$ cat config.mk
export PLATFORM = sky130hd
export DESIGN_NAME = rsbp_ctrl
export DESIGN_NICKNAME = d
export VERILOG_FILES = /design/src/rtl/rsbp_pkg.sv /design/src/rtl/rsbp_ctrl.sv
export SDC_FILE = /design/constraint.sdc
export NUM_CORES = 1
export LEC_CHECK = 0
export ABC_AREA = 1
export BUFFER_PORTS_ARGS = -buffer_cell sky130_fd_sc_hd__buf_2
export CAP_MARGIN = 0
export CORE_AREA = 4 4 41 43
export DETAILED_ROUTE_END_ITERATION = 10
export DIE_AREA = 0 0 45 47
export PLACE_DENSITY_LB_ADDON = 0.2
export SLEW_MARGIN = 20
export SYNTH_ARGS = -nofsm -noshare
export SYNTH_HDL_FRONTEND = slang
export SYNTH_SLANG_ARGS = --single-unit
$ cat constraint.sdc
create_clock -name clock -period 1.1 [get_ports clock]
set_input_delay 0.22 -clock clock [delete_from_list [all_inputs] [get_ports clock]]
set_output_delay 0.22 -clock clock [all_outputs]
set_load 0.01 [all_outputs]
$ cat src/rtl/rsbp_pkg.sv
// Shared constants and controller/datapath interface types for the slice bucket packer.
`default_nettype none
package rsbp_pkg;
   localparam int MAX_ITEMS   = 64;
   localparam int COORD_BITS  = 32;
   localparam int KEY_W       = COORD_BITS + 1;
   localparam int IDX_W       = $clog2(MAX_ITEMS);
   localparam int CNT_W       = IDX_W + 1;
   localparam int ID_W        = 16;
   localparam int BS_W        = 7;
   localparam int BIDX_W      = 6;
   localparam logic [BS_W-1:0] BS_RESET = 7'd8;

   typedef struct packed {
      logic load;
      logic fetch;
      logic latch;
      logic scan;
      logic finish;
      logic ysel;
      logic clr;
      logic slice;
      logic emit;
      logic done;
   } cmd_type;

   typedef struct packed {
      logic i_last;
      logic j_last;
   } sts_type;
endpackage
`default_nettype wire

$ cat src/rtl/rsbp_ctrl.sv
// Sequencer for load, x rank, slicing, y rank and emit phases.
`default_nettype none
module rsbp_ctrl (
   input  wire logic             clock,
   input  wire logic             reset,
   input  wire logic             req_start,
   input  wire logic             req_last_item,
   input  rsbp_pkg::sts_type     sts,
   output rsbp_pkg::cmd_type     cmd,
   output logic                  busy
);
   localparam logic [3:0] S_IDLE   = 4'd0;
   localparam logic [3:0] S_FETCH  = 4'd1;
   localparam logic [3:0] S_LATCH  = 4'd2;
   localparam logic [3:0] S_SCAN   = 4'd3;
   localparam logic [3:0] S_DRAIN  = 4'd4;
   localparam logic [3:0] S_FINISH = 4'd5;
   localparam logic [3:0] S_SLICE  = 4'd6;
   localparam logic [3:0] S_SDRAIN = 4'd7;
   localparam logic [3:0] S_EMIT   = 4'd8;
   localparam logic [3:0] S_EDR1   = 4'd9;
   localparam logic [3:0] S_EDR2   = 4'd10;

   logic [3:0] state_ff, state_in;
   logic       phase_ff, phase_in;

   always_comb begin
      state_in = state_ff;
      phase_in = phase_ff;
      cmd      = '0;
      cmd.ysel = phase_ff;
      case (state_ff)
         S_IDLE: begin
            if (req_start) begin
               cmd.load = 1'b1;
               if (req_last_item) begin
                  cmd.clr  = 1'b1;
                  phase_in = 1'b0;
                  state_in = S_FETCH;
               end
            end
         end
         S_FETCH: begin
            cmd.fetch = 1'b1;
            state_in  = S_LATCH;
         end
         S_LATCH: begin
            cmd.latch = 1'b1;
            state_in  = S_SCAN;
         end
         S_SCAN: begin
            cmd.scan = 1'b1;
            if (sts.j_last) begin
               state_in = S_DRAIN;
            end
         end
         S_DRAIN: begin
            state_in = S_FINISH;
         end
         S_FINISH: begin
            cmd.finish = 1'b1;
            if (sts.i_last) begin
               cmd.clr  = 1'b1;
               state_in = phase_ff ? S_EMIT : S_SLICE;
            end else begin
               state_in = S_FETCH;
            end
         end
         S_SLICE: begin
            cmd.slice = 1'b1;
            if (sts.i_last) begin
               state_in = S_SDRAIN;
            end
         end
         S_SDRAIN: begin
            cmd.clr  = 1'b1;
            phase_in = 1'b1;
            state_in = S_FETCH;
         end
         S_EMIT: begin
            cmd.emit = 1'b1;
            if (sts.i_last) begin
               state_in = S_EDR1;
            end
         end
         S_EDR1: begin
            state_in = S_EDR2;
         end
         S_EDR2: begin
            cmd.done = 1'b1;
            state_in = S_IDLE;
         end
         default: begin
            state_in = S_IDLE;
         end
      endcase
   end

   always_ff @(posedge clock) begin
      if (reset) begin
         state_ff <= S_IDLE;
         phase_ff <= 1'b0;
      end else begin
         state_ff <= state_in;
         phase_ff <= phase_in;
      end
   end

   assign busy = (state_ff != S_IDLE);
endmodule
`default_nettype wire

==> results by group, run 1 <==
Timing
  • Normalized max-slew margin: 82.79%
  • Maximum operating frequency: 703.5 MHz
  • Final period util: 129.2%
  • Final period demand of the worst path: 1422 ps
  • Count of final hold-check violations: 0
  • Final setup vio count: 14
  • Worst setup margin: -321.5 ps
  • Maximum clock skew at final layout: 2.172 ps
  • RSZ-0062 raised after global routing: true
  • Slew Limit Fails: 0
  • Worst slew pin tran: 255.8 ps

Setup path
  • Signal arrival time at the worst endpoint: 1200 ps
  • Crit path launch type: flop
  • CP Capture Type: output port
  • Critical path start-end classification: reg -> out
  • Req. time, crit path: 880 ps
  • Crit-path max FO: 5

Synth
  • Synthesized instance count: 78
  • Net count after synthesis: 84
  • Number of library cell types mapped by synthesis: 17
  • Post-synthesis sequential area ratio: 23.05%
  • Count of synthesis-stage warnings from yosys: 0
  • Synthesized area per cell: 5.566 um^2
  • Share of the synthesized area in the top cell type: 23.05%
  • Cell types occupying the most area after synthesis: sky130_fd_sc_hd__dfxtp_1 (23%), sky130_fd_sc_hd__nand2_1 (20%), sky130_fd_sc_hd__nor2_1 (10%)
  • Total standard cell area after synthesis: 434.2 um^2
  • Yosys top cell by area: sky130_fd_sc_hd__dfxtp_1
  • Flip-flop and latch count after synthesis: 5

Die
  • Starting density of the core: 33.37%
  • Floorplan core area: 1301 um^2
  • Count of standard-cell rows: 13
  • X dimension of the die: 45 um
  • Area of the die: 2115 um^2
  • Die Span Y: 47 um
  • Ports placed on the boundary: 17

Global route
  • Maximum number of pins on one net before global-route repair: 7
  • Gr usage total: 14.76%
  • Number of antenna violations at the first check in global routing: 0
  • First-pass GRT wire length: 2180 um
  • Congestion Overflow GR: 0
  • Via count of the first global-routing pass: 578

Run
  • Max-capacitance violation count: 0

CTS
  • Root buf cell: sky130_fd_sc_hd__clkbuf_4
  • Max Root-Sink Buffers: 2
  • Clock net sink count: 5
  • Clock buffers created by TritonCTS: 3
  • Latest clock arrival within the worst-skew pair: 240 ps
  • Hold buffer count at CTS: 0
  • TritonCTS clock tree: built
  • H-tree lvl count: 1
  • Clock transition at the registers of the reported paths: 40 ps

Routing
  • Via total after detailed routing: 580
  • First-iteration detailed-routing DRC count: 6
  • Antenna Violating Nets Remaining: 0
  • Post-detailed-route via-to-cell ratio: 4.361
  • Number of search-and-repair iterations in the first detailed-routing pass: 4
  • Drt wl/cell: 10.48 um
  • DRC violation count after routing: 0
  • Wire length reported by the detailed router: 1394 um

Cells and area
  • Area growth, synth to finish: 89.91%
  • Final layout net count: 125
  • Fraction of layout instances using a drive strength above 1: 61.02%
  • Fillcell total: 115
  • Final Non-Filler Cells: 133
  • Total inserted antenna cells: 0

Hold path
  • Min-delay worst type: in -> reg

Pwr
  • Leak pwr: 0.4733 nW
  • PwrDens: 2220 nW/um^2
  • Peak ir drop on the vdd network: 1347 uV

Placement
  • Total placed cells including tap cells: 116
  • Placer congestion estimate: 0.7803
  • Hpwl dp: 951.6 um
  • Total of buffers placed on input and output ports: 16
  • Worst slack after detailed placement: -129.6 ps

Status
  • Violations in the final reports: negative setup slack
  • Run status: finished, violations left
where the power goes:
group	switching, mW	total, mW	internal [mW]	leakage, nW
sequential	0.0995	0.346	0.247	0.0437
clock	0.0674	0.204	0.137	0.0150
combinational	0.630	1.28	0.650	0.415
total	0.797	1.83	1.03	0.473
cells in the final DEF, fill, tap and decap left out:
| cell | count |
|---|---|
| sky130_fd_sc_hd__nand2_2 | 8 |
| sky130_fd_sc_hd__nand2_1 | 17 |
| sky130_fd_sc_hd__nor2_4 | 5 |
| sky130_fd_sc_hd__nor2_2 | 2 |
| sky130_fd_sc_hd__inv_2 | 5 |
| sky130_fd_sc_hd__clkinv_2 | 1 |
| sky130_fd_sc_hd__a21oi_1 | 2 |
| sky130_fd_sc_hd__nor2_1 | 10 |
| sky130_fd_sc_hd__dfxtp_4 | 4 |
| sky130_fd_sc_hd__nand3_1 | 3 |
| sky130_fd_sc_hd__nor4_1 | 2 |
| sky130_fd_sc_hd__dfxtp_1 | 1 |
| sky130_fd_sc_hd__o21ai_0 | 1 |
| sky130_fd_sc_hd__clkbuf_4 | 3 |
| sky130_fd_sc_hd__inv_4 | 2 |
| sky130_fd_sc_hd__o211ai_1 | 1 |
| sky130_fd_sc_hd__nand4_1 | 1 |
| sky130_fd_sc_hd__clkbuf_1 | 1 |
| sky130_fd_sc_hd__buf_2 | 13 |
| sky130_fd_sc_hd__nand3_2 | 2 |
| sky130_fd_sc_hd__nand2_4 | 3 |
| sky130_fd_sc_hd__buf_6 | 7 |
| sky130_fd_sc_hd__buf_4 | 17 |
| sky130_fd_sc_hd__inv_1 | 7 |
worst max-delay path, stage by stage, from the launching register on:
cell                       delay, ps
sky130_fd_sc_hd__dfxtp_4         380
sky130_fd_sc_hd__inv_4            50
sky130_fd_sc_hd__nor2_4          150
sky130_fd_sc_hd__nand2_2          70
sky130_fd_sc_hd__o211ai_1        160
sky130_fd_sc_hd__buf_2           160
metal layers:
| layer | up-vias | GRT usage (%) | wire [um] |
|---|---|---|---|
| li1 | 320 | - | - |
| met1 | 242 | 14.97 | 570 |
| met2 | 14 | 25.14 | 713 |
| met3 | 4 | 3.831 | 68 |
| met4 | 0 | 12.87 | 42 |
| met5 | - | 0 | 0 |
cell families (layout without fill, tap and decap cells):
kind of cell / count (synthesis) / in the layout / share of synthesized area, %
simple gates: 53 / 53 / 57.06
flops: 5 / 5 / 23.06
buf+inv: 16 / 56 / 14.70
compound gates: 4 / 4 / 5.187
cell type report:
| type | instances | area, um^2 | share of cell area (%) |
|---|---|---|---|
| inverter | 15 | 62.56 | 7.587 |
| multi-input combinational | 57 | 330.3 | 40.06 |
| clock buffer | 4 | 26.28 | 3.187 |
| tap | 15 | 18.77 | 2.276 |
| sequential | 5 | 115.1 | 13.96 |
| timing repair buffer | 37 | 271.5 | 32.93 |
through the flow:
step | cell area (um^2) | power [mW] | util [%] | hold slack (ps) | TNS [ps]
after floorplan | 439.2 | 0.8307 | - | 289.1 | 0
after global placement | 590.6 | 1.155 | 45.38 | 420.8 | -631.1
after detailed placement | 590.6 | 1.140 | 45.38 | 426.6 | -663.1
after CTS | 745.7 | 1.666 | 57.31 | 167.6 | -2645
after global routing | 824.5 | 1.994 | 63.37 | 168.0 | -3857
final | 824.5 | 1.831 | 63.37 | 169.8 | -2867
path summary, 6_finish.rpt:
kind	depth (start not counted)	to	start	slack, ps
min	2	state_ff[3]	reset	170
min reg2reg	2	phase_ff	phase_ff	490
max	5	cmd[3]	state_ff[2]	-320
max reg2reg	10	state_ff[1]	state_ff[2]	-150
sequential cells by signal, indices dropped and copies added (netlist names):
| name | count |
|---|---|
| phase_ff | 1 |
| state_ff | 4 |
synth_stat cells:
cell                        n
sky130_fd_sc_hd__a21oi_1    2
sky130_fd_sc_hd__nand3_1    5
sky130_fd_sc_hd__o211ai_1   1
sky130_fd_sc_hd__nand4_1    1
sky130_fd_sc_hd__inv_2      6
sky130_fd_sc_hd__nand2_4    1
sky130_fd_sc_hd__o21ai_0    1
sky130_fd_sc_hd__clkinv_1   1
sky130_fd_sc_hd__nand2_1   23
sky130_fd_sc_hd__buf_4      1
sky130_fd_sc_hd__nand2_2    4
sky130_fd_sc_hd__dfxtp_1    5
sky130_fd_sc_hd__nor4_1     2
sky130_fd_sc_hd__nor2_1    12
sky130_fd_sc_hd__nor2_2     4
sky130_fd_sc_hd__inv_1      8
sky130_fd_sc_hd__nor2_4     1
repair_timing:
item / in CTS / in global routing
resized for setup: 19 / 13
buffers inserted: 9 / 4
endpoints found under the setup margin: 14 / 15
pin swaps: 9 / 4
endpoints found under the hold margin: 0 / 0
Power figures use the tool's default switching activity.
==> inputs of run 2 (changes only) <==
- CTS_CLUSTER_SIZE: default -> 16
- SKIP_LAST_GASP: default -> 1
==> run 2 against run 1 <==
Compared with the run above:
- the run still ends with negative setup slack left
- die area did not move
- via count fell by 0.86%
- register-to-register slack is essentially flat
- critical path depth stayed put
- critical path type unchanged
- critical endpoint unchanged
- largest power group unchanged
==> results by group, run 2 (synthesis results as in run 1) <==
Setup path
  • Cell family with most CP delay: flip-flops
  • Maximum single-stage delay on the critical path: 380 ps
  • Worst path slowest cell: sky130_fd_sc_hd__dfxtp_4
  • CP Buf/Inv Count: 2
  • Req. time, crit path: 880 ps
  • Signal arrival time at the worst endpoint: 1200 ps
  • Critical path start-end classification: reg -> out
  • CP Capture Type: output port
  • Crit path cell chain: inv_4 > nor2_4 > nand2_2 > o211ai_1 > buf_2
  • Crit path launch type: flop
  • Crit-path max FO: 5

CTS
  • Clock buffers created by TritonCTS: 3
  • Clock net sink count: 5
  • H-tree lvl count: 1
  • Clock transition at the registers of the reported paths: 40 ps
  • Max Root-Sink Buffers: 2
  • Root buf cell: sky130_fd_sc_hd__clkbuf_4
  • Latest clock arrival within the worst-skew pair: 240 ps
  • TritonCTS clock tree: built
  • Hold buffer count at CTS: 0

Timing
  • Maximum clock skew at final layout: 2.172 ps
  • Worst hold margin: 169.8 ps
  • Final period util: 129.1%
  • Slew Limit Fails: 0
  • Normalized max-slew margin: 82.79%
  • Maximum operating frequency: 704.1 MHz
  • Final setup vio count: 14
  • TNS Setup: -2843 ps
  • Final period demand of the worst path: 1420 ps
  • Worst setup margin: -320.2 ps
  • Worst slew pin tran: 255.8 ps
  • RSZ-0062 raised after global routing: true
  • Count of final hold-check violations: 0

Die
  • Count of standard-cell rows: 13
  • X dimension of the die: 45 um
  • Ports placed on the boundary: 17
  • Floorplan core area: 1301 um^2
  • Starting density of the core: 33.37%
  • Die Span Y: 47 um
  • Area of the die: 2115 um^2

Routing
  • DRC violation count after routing: 0
  • First-iteration detailed-routing DRC count: 6
  • Number of search-and-repair iterations in the first detailed-routing pass: 4
  • Post-detailed-route via-to-cell ratio: 4.323
  • Wire length reported by the detailed router: 1382 um
  • Antenna Violating Nets Remaining: 0
  • Via total after detailed routing: 575
  • Drt wl/cell: 10.39 um

Global route
  • Number of antenna violations at the first check in global routing: 0
  • Maximum number of pins on one net before global-route repair: 7
  • Via count of the first global-routing pass: 578
  • First-pass GRT wire length: 2180 um
  • Congestion Overflow GR: 0
  • Gr usage total: 14.76%

Run
  • Max-capacitance violation count: 0

Cells and area
  • Total inserted antenna cells: 0
  • Top library cells by usage in the layout, fill and taps aside: sky130_fd_sc_hd__nand2_1 (18), sky130_fd_sc_hd__buf_4 (17), sky130_fd_sc_hd__buf_2 (13)
  • Registers with the highest flip-flop counts: state_ff (4), phase_ff (1)
  • Final layout net count: 125
  • Flip-flop count of the largest register, all copies and words added: 4
  • Biggest register: state_ff
  • Fraction of layout instances using a drive strength above 1: 60.17%
  • Final core utilization: 63.17%
  • Leading cell type in the layout, fill and taps excluded: sky130_fd_sc_hd__nand2_1
  • Area growth, synth to finish: 89.34%

Status
  • Run status: finished, violations left
  • Violations in the final reports: negative setup slack

Placement
  • Total of buffers placed on input and output ports: 16
  • Worst slack after detailed placement: -129.6 ps
  • Hpwl dp: 951.6 um
  • Placer congestion estimate: 0.7803

Hold path
  • Min-delay worst type: in -> reg

Pwr
  • Peak ir drop on the vdd network: 1344 uV
  • Total power: 1.826 mW
  • PwrDens: 2221 nW/um^2
  • Leak pwr: 0.4725 nW
[run 2: through the flow]
step / cells / area, um^2
global route: 133 / 822.0
global placement: 116 / 590.6
detailed placement: 116 / 590.6
CTS: 129 / 743.2
floorplan: 78 / 439.2
finish: 133 / 822.0
[run 2: worst reg2reg max path: cells and delay by family (launching register included)]
| family | cells | cell delay (ps) |
|---|---|---|
| DFF | 1 | 360 |
| buffers and inverters | 3 | 260 |
| and+or+nand+nor | 7 | 520 |
[run 2: area by class of cell]
class / instances / area, um^2
Fill cell: 115 / 479.2
Sequential cell: 5 / 115.1
Clock buffer: 4 / 26.28
Tap cell: 15 / 18.77
Timing Repair Buffer: 37 / 271.5
Inverter: 15 / 62.56
Multi-Input combinational cell: 57 / 327.8
[run 2: power by group]
part | internal [mW] | leakage (nW) | total [mW] | switching [mW]
Clock | 0.137 | 0.0150 | 0.204 | 0.0674
Sequential | 0.247 | 0.0437 | 0.346 | 0.0995
Combinational | 0.650 | 0.414 | 1.28 | 0.625
[run 2: metal layers]
layer | global-route usage, % | vias to the layer above | part of all wire, %
met4 | 12.87 | 0 | 3.0
met2 | 25.14 | 14 | 51
met3 | 3.831 | 4 | 4.9
met5 | 0 | - | 0
li1 | - | 319 | -
met1 | 14.97 | 238 | 41
[run 2: worst paths after layout]
kind                            cells past startpoint          end  slack, ps   startpoint
worst min register to register                      2     phase_ff        490     phase_ff
worst min-delay path                                2  state_ff[3]        170        reset
worst max register to register                     10  state_ff[1]       -140  state_ff[2]
worst max-delay path                                5       cmd[3]       -320  state_ff[2]
[run 2: timing repair]
action,CTS,global route
pin swaps,9,4
setup buffers,9,4
gates resized for setup,18,13
setup endpoints to repair,14,15
==> inputs of run 3 (changes only) <==
--- a/config.mk
+++ b/config.mk
@@ -10,6 +10,8 @@
 export CAP_MARGIN = 0
-export CORE_AREA = 4 4 41 43
+export CELL_PAD_IN_SITES_DETAIL_PLACEMENT = 1
+export CELL_PAD_IN_SITES_GLOBAL_PLACEMENT = 2
+export CORE_MARGIN = 4
+export CORE_UTILIZATION = 19
 export CTS_CLUSTER_SIZE = 16
 export DETAILED_ROUTE_END_ITERATION = 10
-export DIE_AREA = 0 0 45 47
 export PLACE_DENSITY_LB_ADDON = 0.2
--- a/constraint.sdc
+++ b/constraint.sdc
@@ -3,2 +3,2 @@
 set_output_delay 0.22 -clock clock [all_outputs]
-set_load 0.01 [all_outputs]
+set_load 0.05 [all_outputs]
==> run 3 against run 2 <==
Compared with the run above:
- largest cell class is now non-clock buffers
- power is 38% higher
- critical path depth stayed put
- die area is 47% higher
- combinational power rose by 52%
- utilization shrank 17 points
- maximum frequency decreased by 5.7%
- sequential power is 1% lower
- critical path type unchanged
- clock power rose by 7%
- critical endpoint unchanged
- the run still ends with negative setup slack left
==> results by group, run 3 (synthesis results as in run 1) <==
Status
  • Run status: finished, violations left
  • Violations in the final reports: negative setup slack

Timing
  • Worst slew pin tran: 197.9 ps
  • Maximum operating frequency: 664.0 MHz
  • Count of final hold-check violations: 0
  • Normalized max-slew margin: 86.69%
  • Final period util: 136.9%
  • Final period demand of the worst path: 1506 ps
  • Worst setup margin: -406.0 ps
  • RSZ-0062 raised after global routing: true
  • Worst hold margin: 156.4 ps
  • TNS Setup: -4196 ps
  • Slew Limit Fails: 0
  • Maximum clock skew at final layout: 2.962 ps
  • Final setup vio count: 14

Die
  • Die Span Y: 55.80 um
  • Ports placed on the boundary: 17
  • Count of standard-cell rows: 17
  • X dimension of the die: 55.80 um
  • Area of the die: 3114 um^2
  • Starting density of the core: 19.82%
  • Floorplan core area: 2191 um^2

CTS
  • Root buf cell: sky130_fd_sc_hd__clkbuf_4
  • TritonCTS clock tree: built
  • Max Root-Sink Buffers: 2
  • Clock transition at the registers of the reported paths: 50 ps
  • Latest clock arrival within the worst-skew pair: 240 ps
  • Clock net sink count: 5
  • Clock buffers created by TritonCTS: 3
  • H-tree lvl count: 1
  • Hold buffer count at CTS: 0

Global route
  • Number of antenna violations at the first check in global routing: 0
  • Via count of the first global-routing pass: 668
  • Gr usage total: 12.00%
  • Congestion Overflow GR: 0
  • First-pass GRT wire length: 2960 um
  • Maximum number of pins on one net before global-route repair: 7

Pwr
  • Total power: 2.510 mW
  • PwrDens: 2492 nW/um^2
  • Leak pwr: 0.4833 nW
  • Peak ir drop on the vdd network: 1030 uV

Placement
  • Hpwl dp: 1345 um
  • Worst slack after detailed placement: -289.6 ps
  • Total placed cells including tap cells: 140
  • Total placed instance area: 737.0 um^2
  • Total of buffers placed on input and output ports: 16
  • Placer congestion estimate: 0.7634

Cells and area
  • Final core utilization: 45.97%
  • Registers with the highest flip-flop counts: state_ff (4), phase_ff (1)
  • Flip-flop count of the largest register, all copies and words added: 4
  • Summed area of non-filler cells in the final layout: 1007 um^2
  • Leading cell type in the layout, fill and taps excluded: sky130_fd_sc_hd__buf_4
  • Final Non-Filler Cells: 152
  • Fraction of layout instances using a drive strength above 1: 67.74%
  • Biggest register: state_ff
  • Final layout net count: 131
  • Fillcell total: 280
  • Top library cells by usage in the layout, fill and taps aside: sky130_fd_sc_hd__buf_4 (22), sky130_fd_sc_hd__nand2_1 (17), sky130_fd_sc_hd__nor2_1 (9), sky130_fd_sc_hd__buf_6 (9), sky130_fd_sc_hd__nand2_2 (7)
  • Area growth, synth to finish: 132.0%
  • Total inserted antenna cells: 0

Setup path
  • Crit path launch type: flop
  • Req. time, crit path: 880 ps
  • Signal arrival time at the worst endpoint: 1290 ps
  • Crit-path max FO: 4
  • Critical path start-end classification: reg -> out
  • CP Capture Type: output port

Routing
  • Drt wl/cell: 12.13 um
  • Post-detailed-route via-to-cell ratio: 4.283
  • Wire length reported by the detailed router: 1844 um
  • Via total after detailed routing: 651
  • First-iteration detailed-routing DRC count: 1
  • DRC violation count after routing: 0
  • Antenna Violating Nets Remaining: 0
  • Number of search-and-repair iterations in the first detailed-routing pass: 3

Run
  • Max-capacitance violation count: 0

Hold path
  • Min-delay worst type: in -> reg
run 3: changes by cell type in the layout (fill, tap and decap cells not counted), sizes merged:
| cell | change |
|---|---|
| inv | -4 |
| buf | +6 |
| clkinvlp | +4 |
run 3: worst paths after layout:
check | endpoint | startpoint | depth (start not counted) | slack [ps]
setup / recovery | cmd[3] | state_ff[3] | 5 | -410
hold / removal | state_ff[3] | reset | 2 | 160
setup reg to reg | state_ff[0] | state_ff[2] | 11 | -360
hold reg to reg | phase_ff | phase_ff | 2 | 520
run 3: per-layer routing:
metal	GRT usage, %	up-vias	part of all wire [%]
met5	0	-	0
met4	4.167	0	2.8
li1	-	329	-
met2	22.13	12	54
met1	13.95	303	41
met3	1.624	7	2.2
run 3: where the power goes:
group / switching [mW] / leakage (nW) / internal, mW
clock network: 0.0803 / 0.0150 / 0.137
logic: 1.04 / 0.425 / 0.917
registers: 0.0917 / 0.0434 / 0.249
run 3: cell type report:
class / count / area, um^2 / share of cell area [%]
Timing Repair Buffer: 43 / 401.6 / 39.88
Sequential cell: 5 / 112.6 / 11.18
Clock buffer: 4 / 26.28 / 2.609
Tap cell: 28 / 35.03 / 3.478
Inverter: 15 / 77.57 / 7.702
Multi-Input combinational cell: 57 / 354.1 / 35.16
run 3: critical path, cell delays in order, from the launching register on:
cell and delay [ps]:
sky130_fd_sc_hd__dfxtp_2 330, sky130_fd_sc_hd__buf_6 130, sky130_fd_sc_hd__nor2_4 130, sky130_fd_sc_hd__nand2_2 70, sky130_fd_sc_hd__o211ai_1 160, sky130_fd_sc_hd__buf_4 220
run 3: timing repair:
item / CTS / global route
endpoints found under the setup margin: 16 / 16
buffers inserted: 5 / 4
pin swaps: 12 / 7
gates resized for setup: 44 / 8
